$ cat src/design/dpf_pkg.sv
// ----------------------------------------------------------------------------
// dpf_pkg
// Shared constants for the decimal pair formatter: ascii codes and sizes.
// ----------------------------------------------------------------------------
package dpf_pkg;

	localparam int unsigned DefValueWidth = 32;
	localparam int unsigned PortWidth     = 32;
	localparam int unsigned CharWidth     = 7;

	localparam logic [CharWidth-1:0] CH_ZERO  = 7'h30;
	localparam logic [CharWidth-1:0] CH_COMMA = 7'h2C;
	localparam logic [CharWidth-1:0] CH_CR    = 7'h0D;
	localparam logic [CharWidth-1:0] CH_LF    = 7'h0A;

endpackage

$ cat src/design/decimal_pair_formatter.sv
// ----------------------------------------------------------------------------
// decimal_pair_formatter
// Turns a pair of unsigned numbers into the ascii record "a,b\r\n", one
// character per output transaction, using a shared double-dabble unit.
// ----------------------------------------------------------------------------
//
//  channel  signals                                 direction
//  in       in_valid, in_stall, first_value,        value pair, one per record
//           second_value
//  out      out_valid, out_stall, char_byte,        one character per transaction
//           last_char
//
//  Each value is shifted through the shared double-dabble unit bit by bit, then
//  its digit slots are walked in order (leading zero skipped or character sent);
//  a character slot waits while the output register is stalled.
//  in_stall is high from acceptance until the line feed is loaded for output.
//  out_stall holds the output register and pauses character emission only.
//  arst_n clears the sequencer and the output valid; nothing else needs it.
//
module decimal_pair_formatter
	import dpf_pkg::*;
#(
	parameter int unsigned VALUE_WIDTH = DefValueWidth
) (
	input  logic                 clk,
	input  logic                 arst_n,
	input  logic                 in_valid,
	output logic                 in_stall,
	input  logic [PortWidth-1:0] first_value,
	input  logic [PortWidth-1:0] second_value,
	output logic                 out_valid,
	input  logic                 out_stall,
	output logic [CharWidth-1:0] char_byte,
	output logic                 last_char
);

	localparam int unsigned DigN  = (VALUE_WIDTH * 30103) / 100000 + 1;
	localparam int unsigned BcdW  = 4 * DigN;
	localparam int unsigned CntW  = $clog2(VALUE_WIDTH + 1);

	localparam logic [2:0] ST_IDLE  = 3'd0;
	localparam logic [2:0] ST_CONV  = 3'd1;
	localparam logic [2:0] ST_EMIT  = 3'd2;
	localparam logic [2:0] ST_COMMA = 3'd3;
	localparam logic [2:0] ST_CR    = 3'd4;
	localparam logic [2:0] ST_LF    = 3'd5;

	logic [2:0]             state_q;
	logic                   phase_q;
	logic                   started_q;
	logic [CntW-1:0]        cnt_q;
	logic [VALUE_WIDTH-1:0] bin_q;
	logic [VALUE_WIDTH-1:0] second_q;
	logic [BcdW-1:0]        bcd_q;
	logic                   out_valid_q;
	logic [CharWidth-1:0]   char_q;
	logic                   last_q;

	logic [BcdW-1:0]        bcd_adj;
	logic [3:0]             top_digit;
	logic                   out_free;
	logic                   load_out;
	logic [2*PortWidth-1:0] first_ext;
	logic [2*PortWidth-1:0] second_ext;

	// double-dabble adjust, one layer per cycle
	always_comb begin
		bcd_adj = bcd_q;
		for (int i = 0; i < int'(DigN); i++) begin
			if (bcd_q[4*i +: 4] >= 4'd5) begin
				bcd_adj[4*i +: 4] = bcd_q[4*i +: 4] + 4'd3;
			end
		end
	end

	assign top_digit  = bcd_q[BcdW-1 -: 4];
	assign out_free   = !out_valid_q || !out_stall;
	assign first_ext  = {{PortWidth{1'b0}}, first_value};
	assign second_ext = {{PortWidth{1'b0}}, second_value};

	// a character enters the output register this cycle
	assign load_out = out_free && ((state_q == ST_EMIT &&
			!(!started_q && top_digit == 4'd0 && cnt_q != CntW'(1))) ||
			state_q == ST_COMMA || state_q == ST_CR || state_q == ST_LF);

	always_ff @(posedge clk or negedge arst_n) begin
		if (!arst_n) begin
			state_q     <= ST_IDLE;
			phase_q     <= 1'b0;
			started_q   <= 1'b0;
			cnt_q       <= '0;
			out_valid_q <= 1'b0;
		end else begin
			if (load_out) begin
				out_valid_q <= 1'b1;
			end else if (!out_stall) begin
				out_valid_q <= 1'b0;
			end
			unique case (state_q)
				ST_IDLE: begin
					if (in_valid) begin
						state_q <= ST_CONV;
						phase_q <= 1'b0;
						cnt_q   <= CntW'(VALUE_WIDTH);
					end
				end
				ST_CONV: begin
					cnt_q <= cnt_q - 1'b1;
					if (cnt_q == CntW'(1)) begin
						state_q   <= ST_EMIT;
						started_q <= 1'b0;
						cnt_q     <= CntW'(DigN);
					end
				end
				ST_EMIT: begin
					if (!started_q && top_digit == 4'd0 && cnt_q != CntW'(1)) begin
						cnt_q <= cnt_q - 1'b1;
					end else if (out_free) begin
						started_q   <= 1'b1;
						cnt_q       <= cnt_q - 1'b1;
						if (cnt_q == CntW'(1)) begin
							state_q <= phase_q ? ST_CR : ST_COMMA;
						end
					end
				end
				ST_COMMA: begin
					if (out_free) begin
						state_q     <= ST_CONV;
						phase_q     <= 1'b1;
						cnt_q       <= CntW'(VALUE_WIDTH);
					end
				end
				ST_CR: begin
					if (out_free) begin
						state_q     <= ST_LF;
					end
				end
				ST_LF: begin
					if (out_free) begin
						state_q     <= ST_IDLE;
					end
				end
				default: begin
					state_q <= ST_IDLE;
				end
			endcase
		end
	end

	// datapath registers
	always_ff @(posedge clk) begin
		unique case (state_q)
			ST_IDLE: begin
				if (in_valid) begin
					bin_q    <= first_ext[VALUE_WIDTH-1:0];
					second_q <= second_ext[VALUE_WIDTH-1:0];
					bcd_q    <= '0;
				end
			end
			ST_CONV: begin
				bcd_q <= {bcd_adj[BcdW-2:0], bin_q[VALUE_WIDTH-1]};
				bin_q <= {bin_q[VALUE_WIDTH-2:0], 1'b0};
			end
			ST_EMIT: begin
				if (!started_q && top_digit == 4'd0 && cnt_q != CntW'(1)) begin
					bcd_q <= {bcd_q[BcdW-5:0], 4'b0};
				end else if (out_free) begin
					char_q <= CH_ZERO | {3'b000, top_digit};
					last_q <= 1'b0;
					bcd_q  <= {bcd_q[BcdW-5:0], 4'b0};
				end
			end
			ST_COMMA: begin
				if (out_free) begin
					char_q <= CH_COMMA;
					last_q <= 1'b0;
					bin_q  <= second_q;
					bcd_q  <= '0;
				end
			end
			ST_CR: begin
				if (out_free) begin
					char_q <= CH_CR;
					last_q <= 1'b0;
				end
			end
			ST_LF: begin
				if (out_free) begin
					char_q <= CH_LF;
					last_q <= 1'b1;
				end
			end
			default: begin
				bcd_q <= bcd_q;
			end
		endcase
	end

	assign in_stall  = (state_q != ST_IDLE);
	assign out_valid = out_valid_q;
	assign char_byte = char_q;
	assign last_char = last_q;

	a_last_is_lf: assert property (@(posedge clk) disable iff (!arst_n)
		out_valid && last_char |-> char_byte == CH_LF)
		else $error("last flag on a character other than line feed");

	a_accept_starts_conv: assert property (@(posedge clk) disable iff (!arst_n)
		in_valid && !in_stall |=> state_q == ST_CONV && !phase_q)
		else $error("accepted transaction did not start conversion");

	a_cnt_bound: assert property (@(posedge clk) disable iff (!arst_n)
		cnt_q <= CntW'(VALUE_WIDTH))
		else $error("sequencer count out of range");

	a_emit_cnt_nonzero: assert property (@(posedge clk) disable iff (!arst_n)
		state_q == ST_EMIT |-> cnt_q != '0)
		else $error("digit emission with no digits left");

endmodule

$ cat config.mk
export PLATFORM = sky130hd
export DESIGN_NAME = decimal_pair_formatter
export DESIGN_NICKNAME = d
export VERILOG_FILES = /design/src/design/dpf_pkg.sv /design/src/design/decimal_pair_formatter.sv
export SDC_FILE = /design/constraint.sdc
export NUM_CORES = 1
export LEC_CHECK = 0
export ABC_AREA = 1
export BUFFER_PORTS_ARGS = -buffer_cell sky130_fd_sc_hd__buf_2
export CAP_MARGIN = 0
export CORE_MARGIN = 2
export CORE_UTILIZATION = 40
export CTS_CLUSTER_SIZE = 30
export DETAILED_ROUTE_END_ITERATION = 7
export PLACE_DENSITY = 0.57
export SKIP_CTS_REPAIR_TIMING = 1
export SYNTH_ARGS = -nofsm -noshare
export SYNTH_HDL_FRONTEND = slang
export SYNTH_SLANG_ARGS = --single-unit
export TNS_END_PERCENT = 1
$ cat constraint.sdc
create_clock -name clk -period 2.49 [get_ports clk]
set_input_delay 0.249 -clock clk [delete_from_list [all_inputs] [get_ports clk]]
set_output_delay 0.249 -clock clk [all_outputs]
set_load 0.01 [all_outputs]
==> flow_metrics.tcl, run 1 <==
set metrics [dict create \
    port_buffers 76 \
    synth_top_area_frac 0.548 \
    final_cells 930 \
    grt_pass1_vias 4673 \
    synth-compound-area-share 0.0973 \
    initialDrtViolationCount 371 \
    synth-main-ff-cell "edfxtp_1" \
    hold_class "input pin to register" \
    clock_skew_ps 8.97 \
    synth_xor_xnor_area_share 0.0158 \
    synth_area_leaders "edfxtp_1 (55%), nand2_1 (10%), o21ai_0 (6.0%)" \
    dr.pass1.iters 5 \
    viasPerCell 5.04 \
    critPathRequiredTime_ps 2560 \
    muxShareOfSynthArea 0 \
    nNetsFinal 821 \
    grt_pass1_wl_mm 21.8 \
    p_leak_nw 3.18 \
    setup_ws_ps 478 \
    rows 45 \
    synth_top_family_by_area "simple AND/OR/NAND/NOR gates" \
    drv_cap 0 \
    holdWs_ps 1.37 \
    final_area_mm2 0.00750 \
    grt_setup_unrepaired "no" \
    critPathMaxFanout 32 \
    placed_cells 876 \
    die_y_um 127 \
    num_vias 4686 \
    nFillCells 1342 \
    cts.sinks 123 \
    core-area_mm2 0.0150 \
    synth.distinct_cells 30 \
    synth_edf_count 111 \
    root_buffer "clkbuf_16" \
    critPathLaunchType "register" \
    synth_area_mm2 0.00608 \
    gp_congestion 0.861 \
    die_w_um 127 \
    place_area_mm2 0.00669 \
    tightest_slew_ps 522 \
    yosys.area_share.adder 0.0473 \
    drive_gt1_frac 0.170 \
    antennaDiodeCount 0 \
    post-place-ws_ps 512 \
    cts_tree "yes" \
    clk_latency_ps 420 \
    crit_type "register to register" \
    yosys.area_share.simple 0.180 \
    hold_viol_final 0 \
    arrival_ps 2090 \
    synth_common_cells "nand2_1 (163), edfxtp_1 (111), o21ai_0 (73), inv_1 (67), nand3_1 (58)" \
    drcViolationCount 0 \
    antenna_left 0 \
    finalSetupViolations 0 \
    synth_area_leader_cell "edfxtp_1" \
    synthCells 622 \
    seq_area_frac_synth 0.598 \
    clockBufferDepth 2 \
    power_mw 10.2 \
    dieArea_mm2 0.0162 \
    antenna_found_initial 0 \
    synth_seq_cells 123 \
    irDropWorstVdd_uv 596 \
    hpwl_mm 9.06 \
    worst_setup_path_end_kind "register" \
    final.period_utilization 0.808 \
    maxSlewViolCount 0 \
    grt_max_degree 39 \
    cts_buffers 17 \
    setup_tns_ps 0 \
    syn_avg_cell_area_um2 9.77 \
    finalWirelength_mm 13.5 \
    ys_warn_count 0 \
    power.density_mw_per_mm2 1360 \
    htreeDepth 4 \
    syn_to_final_growth_pct 23.3 \
    status "finished, final reports clean" \
    grt_usage 0.171 \
    io_pins 78 \
    fmaxAchievable_mhz 497 \
    slew_headroom 0.651 \
    async_reset_ff_frac 0.0976 \
    period_minus_slack_ps 2010 \
    clk_pin_slew_worst_paths_ps 60 \
    final_util 0.499 \
    synth_most_common_cell "nand2_1" \
    syn_nets 713 \
    initial_core_util 0.404 \
    detail_route.wl_per_cell_um 14.5 \
    grt_overflow 0 \
]
path summary, 6_finish.rpt:
path | startpoint | endpoint | slack [ps] | cells after the start
max | state_q[0] | bin_q[31] | 480 | 7
min | second_value[19] | second_q[19] | 1 | 1
max reg2reg | state_q[0] | bin_q[31] | 480 | 7
min reg2reg | bin_q[5] | bin_q[6] | 520 | 2
max in group asynchronous | arst_n | started_q | 2010 | 2
min in group asynchronous | arst_n | cnt_q[2] | 250 | 2
registers in the layout, indices dropped and copies added (netlist names):
| register | flops |
|---|---|
| bin_q | 32 |
| out_valid | 1 |
| phase_q | 1 |
| cnt_q | 6 |
| state_q | 3 |
| second_q | 32 |
| char_byte | 6 |
| started_q | 1 |
| bcd_q | 40 |
| last_char | 1 |
cell usage in the layout (no fill, tap or decap), types with 2 or more instances in the layout:
cell type and n:
nor2_4 2, buf_4 9, nor2_2 4, edfxtp_1 111, bufinv_16 3, nor2_1 29
inv_2 2, o21ai_0 73, ha_1 23, clkbuf_1 2, dlygate4sd3_1 23, clkinvlp_4 3
a21oi_1 24, inv_1 67, clkinv_4 2, clkbuf_16 17, nand4_1 2, o21ai_1 2
xor2_1 10, nand3_1 58, nand2_1 163, buf_2 76, clkinv_2 4, o22ai_1 10
dfrtp_1 12
logic make-up (layout without fill, tap and decap cells):
kind of cell | count (synthesis) | after routing
XOR/XNOR | 11 | 11
AO/OA/AOI/OAI | 113 | 113
other | 1 | 1
flip-flops | 123 | 123
adder cells (fa/ha/maj) | 23 | 23
buffers and inverters | 89 | 209
AND/OR/NAND/NOR | 262 | 262
power by group:
part	internal [mW]	switching, mW	total, mW	leakage [nW]
combinational	1.18	2.54	3.72	1.63
clock	1.56	0.890	2.45	0.279
sequential	3.59	0.456	4.05	1.27
total	6.33	3.88	10.2	3.18
layout make-up:
class	count	area, um2	area share
clock buffer	19	433	0.0577
clock inverter	12	150	0.0200
inverter	69	259	0.0345
multi-input combinational	410	2090	0.279
sequential	123	3630	0.485
tap	188	235	0.0314
timing repair buffer	109	698	0.0931
routing by layer:
metal	GRT usage	up-vias	share of wire
li1	-	2328	-
met1	0.211	2212	0.44
met2	0.285	128	0.50
met3	0.0515	18	0.048
met4	0.0659	0	0.011
met5	0	-	0
critical path, stage by stage, from the launching register on:
cell and delay [ps]:
dfrtp_1 540, nor2_1 140, nand3_1 90, nand2_1 100, nor2_2 220, inv_1 80
nor2_2 80, buf_4 380
(Power assumes the default switching activity.)
==> inputs of run 2 (changes only) <==
--- a/config.mk
+++ b/config.mk
@@ -12,7 +12,7 @@
 export CORE_UTILIZATION = 40
 export CTS_CLUSTER_SIZE = 30
 export DETAILED_ROUTE_END_ITERATION = 7
-export PLACE_DENSITY = 0.57
+export PLACE_DENSITY = 0.55
 export SKIP_CTS_REPAIR_TIMING = 1
 export SYNTH_ARGS = -nofsm -noshare
 export SYNTH_HDL_FRONTEND = slang
==> constraint.sdc (replaced) <==
create_clock -name clk -period 1.9 [get_ports clk]
set_input_delay 0.19 -clock clk [delete_from_list [all_inputs] [get_ports clk]]
set_output_delay 0.19 -clock clk [all_outputs]
set_load 0.01 [all_outputs]
==> flow_metrics.tcl, run 2 (synthesis gave the netlist of run 1 again) <==
set metrics [dict create \
    power.density_mw_per_mm2 1780 \
    dr.pass1.iters 4 \
    seqPwrFrac 0.382 \
    layout_commonest_cell "nand2_1" \
    clk_latency_ps 410 \
    cts.sinks 123 \
    cts_tree "yes" \
    grt_setup_unrepaired "no" \
    clockBufferDepth 2 \
    tightest_slew_ps 487 \
    p_sw_frac 0.371 \
    antenna_left 0 \
    grt_usage 0.172 \
    intPower_mw 8.68 \
    hold_viol_final 0 \
    crit_type "register to register" \
    p_leak_nw 3.31 \
    final_area_mm2 0.00776 \
    dieArea_mm2 0.0162 \
    hpwl_mm 9.04 \
    core-area_mm2 0.0150 \
    hp-start "out_stall" \
    pwr-share-comb 0.390 \
    reg_top3 "bcd_q: 40 flops, bin_q: 32 flops, second_q: 32 flops" \
    syn_to_final_growth_pct 27.6 \
    final_cell_mix "nand2_1 (163), edfxtp_1 (111), buf_2 (76), o21ai_0 (73), inv_1 (65)" \
    grt_pass1_wl_mm 22.0 \
    nNetsFinal 842 \
    gp_congestion 0.842 \
    critPathRequiredTime_ps 2020 \
    finalSetupViolations 0 \
    die_y_um 127 \
    detail_route.wl_per_cell_um 14.2 \
    worst_setup_path_end_kind "register" \
    holdPathEnd "out_valid" \
    fmaxAchievable_mhz 550 \
    regMostFlops "bcd_q" \
    final_util 0.516 \
    hold_class "input pin to register" \
    grt_max_degree 33 \
    rows 45 \
    status "finished, final reports clean" \
    power_mw 13.8 \
    num_vias 4709 \
    cts_buffers 17 \
    rr_worst_depth 9 \
    critPathLaunchType "register" \
    period_minus_slack_ps 1820 \
    clock_skew_ps 8.45 \
    drcViolationCount 0 \
    viasPerCell 4.95 \
    grt_overflow 0 \
    worstReg2RegEnd "bcd_q[29]" \
    critPathMaxFanout 15 \
    irDropWorstVdd_uv 718 \
    die_w_um 127 \
    final.period_utilization 0.957 \
    port_buffers 76 \
    place_area_mm2 0.00682 \
    slew_headroom 0.672 \
    clk_pin_slew_worst_paths_ps 50 \
    drv_cap 0 \
    worstHoldPathCells 3 \
    r2r_setup_slack_ps 80 \
    p_clk_frac 0.227 \
    maxSlewViolCount 0 \
    io_pins 78 \
    finalWirelength_mm 13.5 \
    initialDrtViolationCount 291 \
    largest_register_ff_count 40 \
    arrival_ps 1940 \
    power_switching_mw 5.11 \
    drive_gt1_frac 0.177 \
    r2r_start "bcd_q[36]" \
    antennaDiodeCount 0 \
    initial_core_util 0.404 \
    htreeDepth 4 \
    root_buffer "clkbuf_16" \
    grt_pass1_vias 4632 \
    antenna_found_initial 0 \
]
## run 2: power groups by stage
| stage | Clock [mW] | Combinational (mW) | Sequential [mW] |
|---|---|---|---|
| finish | 3.14 | 5.38 | 5.27 |
| global route | 3.31 | 6.23 | 5.41 |
| CTS | 3.19 | 5.28 | 5.27 |
| detailed placement | 0 | 5.25 | 5.31 |
| global placement | 0 | 5.09 | 5.28 |
| floorplan | 0 | 3.55 | 5.19 |
## run 2: area by class of cell
cell class                 instances  area (um2)
inverter                          69         262
sequential                       123        3630
clock inverter                    10         125
fill                            1362        7270
clock buffer                      21         440
multi-input combinational        410        2100
timing repair buffer             130         965
tap                              188         235
## run 2: stage by stage
step | hold WS (ps) | setup TNS, ps | setup WS (ps) | instances
floorplan | -106 | -7390 | -201 | 622
global route | 71.6 | 0 | 1.55 | 951
detailed placement | 105 | 0 | 64.2 | 885
finish | 52.4 | 0 | 81.3 | 951
CTS | -336 | 0 | 47.1 | 916
global placement | 103 | 0 | 109 | 885
## run 2: how the worst max path moves through the flow
| stage | start | endpoint | slack [ps] | cells after the start |
|---|---|---|---|---|
| floorplan | state_q[0] | second_q[0] | -200 | 4 |
| global placement | bcd_q[36] | bcd_q[0] | 110 | 9 |
| detailed placement | bcd_q[36] | bcd_q[2] | 60 | 9 |
| CTS | bcd_q[36] | bcd_q[25] | 50 | 9 |
| global route | bcd_q[36] | bcd_q[29] | 2 | 9 |
| finish | bcd_q[36] | bcd_q[29] | 80 | 9 |
## run 2: worst max-delay path: stages, from the launching register on
cell and delay, ps:
edfxtp_1 440, inv_2 110, ha_1 150, nand2_1 50
nor2_1 110, nand2_1 100, nand2_1 160, nand2_4 110
inv_4 110, clkbuf_16 180
## run 2: routing by layer
layer  global-route usage  part of all wire
met5                    0                 0
met4               0.0608            0.0093
met3               0.0415             0.038
met2                0.281              0.49
met1                0.225              0.46
==> inputs of run 3 (changes only) <==
--- a/config.mk
+++ b/config.mk
@@ -8,7 +8,6 @@
 export ABC_AREA = 1
 export BUFFER_PORTS_ARGS = -buffer_cell sky130_fd_sc_hd__buf_2
 export CAP_MARGIN = 0
-export CORE_MARGIN = 2
 export CORE_UTILIZATION = 40
 export CTS_CLUSTER_SIZE = 30
 export DETAILED_ROUTE_END_ITERATION = 7
==> flow_metrics.tcl, run 3 (synthesis gave the netlist of run 1 again) <==
set metrics [dict create \
    regMostFlops "bcd_q" \
    cts_buffers 17 \
    largest_register_ff_count 40 \
    grt_overflow 0 \
    antenna_found_initial 0 \
    final_cell_mix "nand2_1 (162), edfxtp_1 (111), buf_2 (76), o21ai_0 (73), inv_1 (67)" \
    crit_start "bcd_q[36]" \
    r2r_start "bcd_q[36]" \
    nFillCells 1295 \
    nNetsFinal 841 \
    antennaDiodeCount 0 \
    finalSetupViolations 0 \
    maxSlewViolCount 0 \
    grt_usage 0.175 \
    power.density_mw_per_mm2 1790 \
    num_vias 4705 \
    gp_congestion 0.851 \
    clk_latency_ps 420 \
    finalWirelength_mm 13.3 \
    viasPerCell 4.97 \
    reg_top3 "bcd_q: 40 flops, bin_q: 32 flops, second_q: 32 flops" \
    cts.sinks 123 \
    initialDrtViolationCount 364 \
    hold_viol_final 0 \
    grt_pass1_wl_mm 21.6 \
    htreeDepth 4 \
    violations "DRC" \
    drcViolationCount 4 \
    p_leak_nw 3.31 \
    critPathLaunchType "register" \
    cts_tree "yes" \
    syn_to_final_growth_pct 27.9 \
    grt_max_degree 42 \
    port_buffers 76 \
    setup_tns_ps 0 \
    clock_skew_ps 6.69 \
    antenna_left 0 \
    clk_pin_slew_worst_paths_ps 60 \
    hpwl_mm 8.71 \
    critPathRequiredTime_ps 2020 \
    rows 44 \
    dr.pass1.iters 7 \
    grt_pass1_vias 4577 \
    drv_cap 0 \
    layout_commonest_cell "nand2_1" \
    core-area_mm2 0.0147 \
    dieArea_mm2 0.0157 \
    holdWs_ps 61.1 \
    detail_route.wl_per_cell_um 14.0 \
    period_minus_slack_ps 1740 \
    die_y_um 125 \
    irDropWorstVdd_uv 835 \
    hold_class "input pin to register" \
    final.period_utilization 0.916 \
    clockBufferDepth 2 \
    crit_type "register to register" \
    initial_core_util 0.414 \
    io_pins 78 \
    worst_setup_path_end_kind "register" \
    root_buffer "clkbuf_16" \
    grt_setup_unrepaired "no" \
    critPathMaxFanout 7 \
    arrival_ps 1860 \
    die_w_um 125 \
    fmaxAchievable_mhz 575 \
    hp-start "first_value[26]" \
    drive_gt1_frac 0.182 \
    status "complete, but fails checks" \
]
## run 3: routing by layer
| layer | global-route usage | share of wire | vias up |
|---|---|---|---|
| met5 | 0 | 0 | - |
| met4 | 0.0703 | 0.017 | 0 |
| met3 | 0.0488 | 0.050 | 22 |
| met2 | 0.287 | 0.49 | 136 |
| met1 | 0.219 | 0.45 | 2179 |
| li1 | - | - | 2368 |
## run 3: report_power, final
| group | internal [mW] | total, mW | switching, mW |
|---|---|---|---|
| logic | 1.93 | 5.37 | 3.43 |
| clock network | 2.06 | 3.27 | 1.21 |
| registers | 4.70 | 5.25 | 0.557 |
| total | 8.70 | 13.9 | 5.20 |
## run 3: stage by stage
step	instance area, um2	setup WS (ps)	util	total power [mW]	std cells
final	7770	160	0.529	13.9	946
after global routing	7770	9.90	0.529	15.0	946
after CTS	7400	116	0.504	13.8	911
after detailed placement	6800	133	0.463	10.5	880
after global placement	6800	160	0.463	10.4	880
after floorplan	6090	-201	-	8.73	622
## run 3: layout make-up
type	count	area, um2	area share
Multi-Input combinational cell	410	2090	0.269
Tap cell	184	230	0.0296
Clock inverter	13	170	0.0219
Sequential cell	123	3630	0.467
Clock buffer	18	429	0.0552
Inverter	69	262	0.0336
Timing Repair Buffer	129	957	0.123
## run 3: critical path: stages (launching register included)
cell and delay, ps:
edfxtp_1 400, inv_1 140, ha_1 160, nand2_1 50
nor2_1 110, nand2_1 100, nand2_1 120, nand2_2 90
inv_4 110, buf_4 180
## run 3: path summary, 6_finish.rpt
path	end	slack, ps	depth (start not counted)
setup / recovery	bcd_q[37]	160	9
hold / removal	bin_q[26]	60	3
setup reg to reg	bcd_q[37]	160	9
hold reg to reg	cnt_q[1]	520	2
max in group asynchronous	state_q[2]	1470	2
min in group asynchronous	started_q	190	2
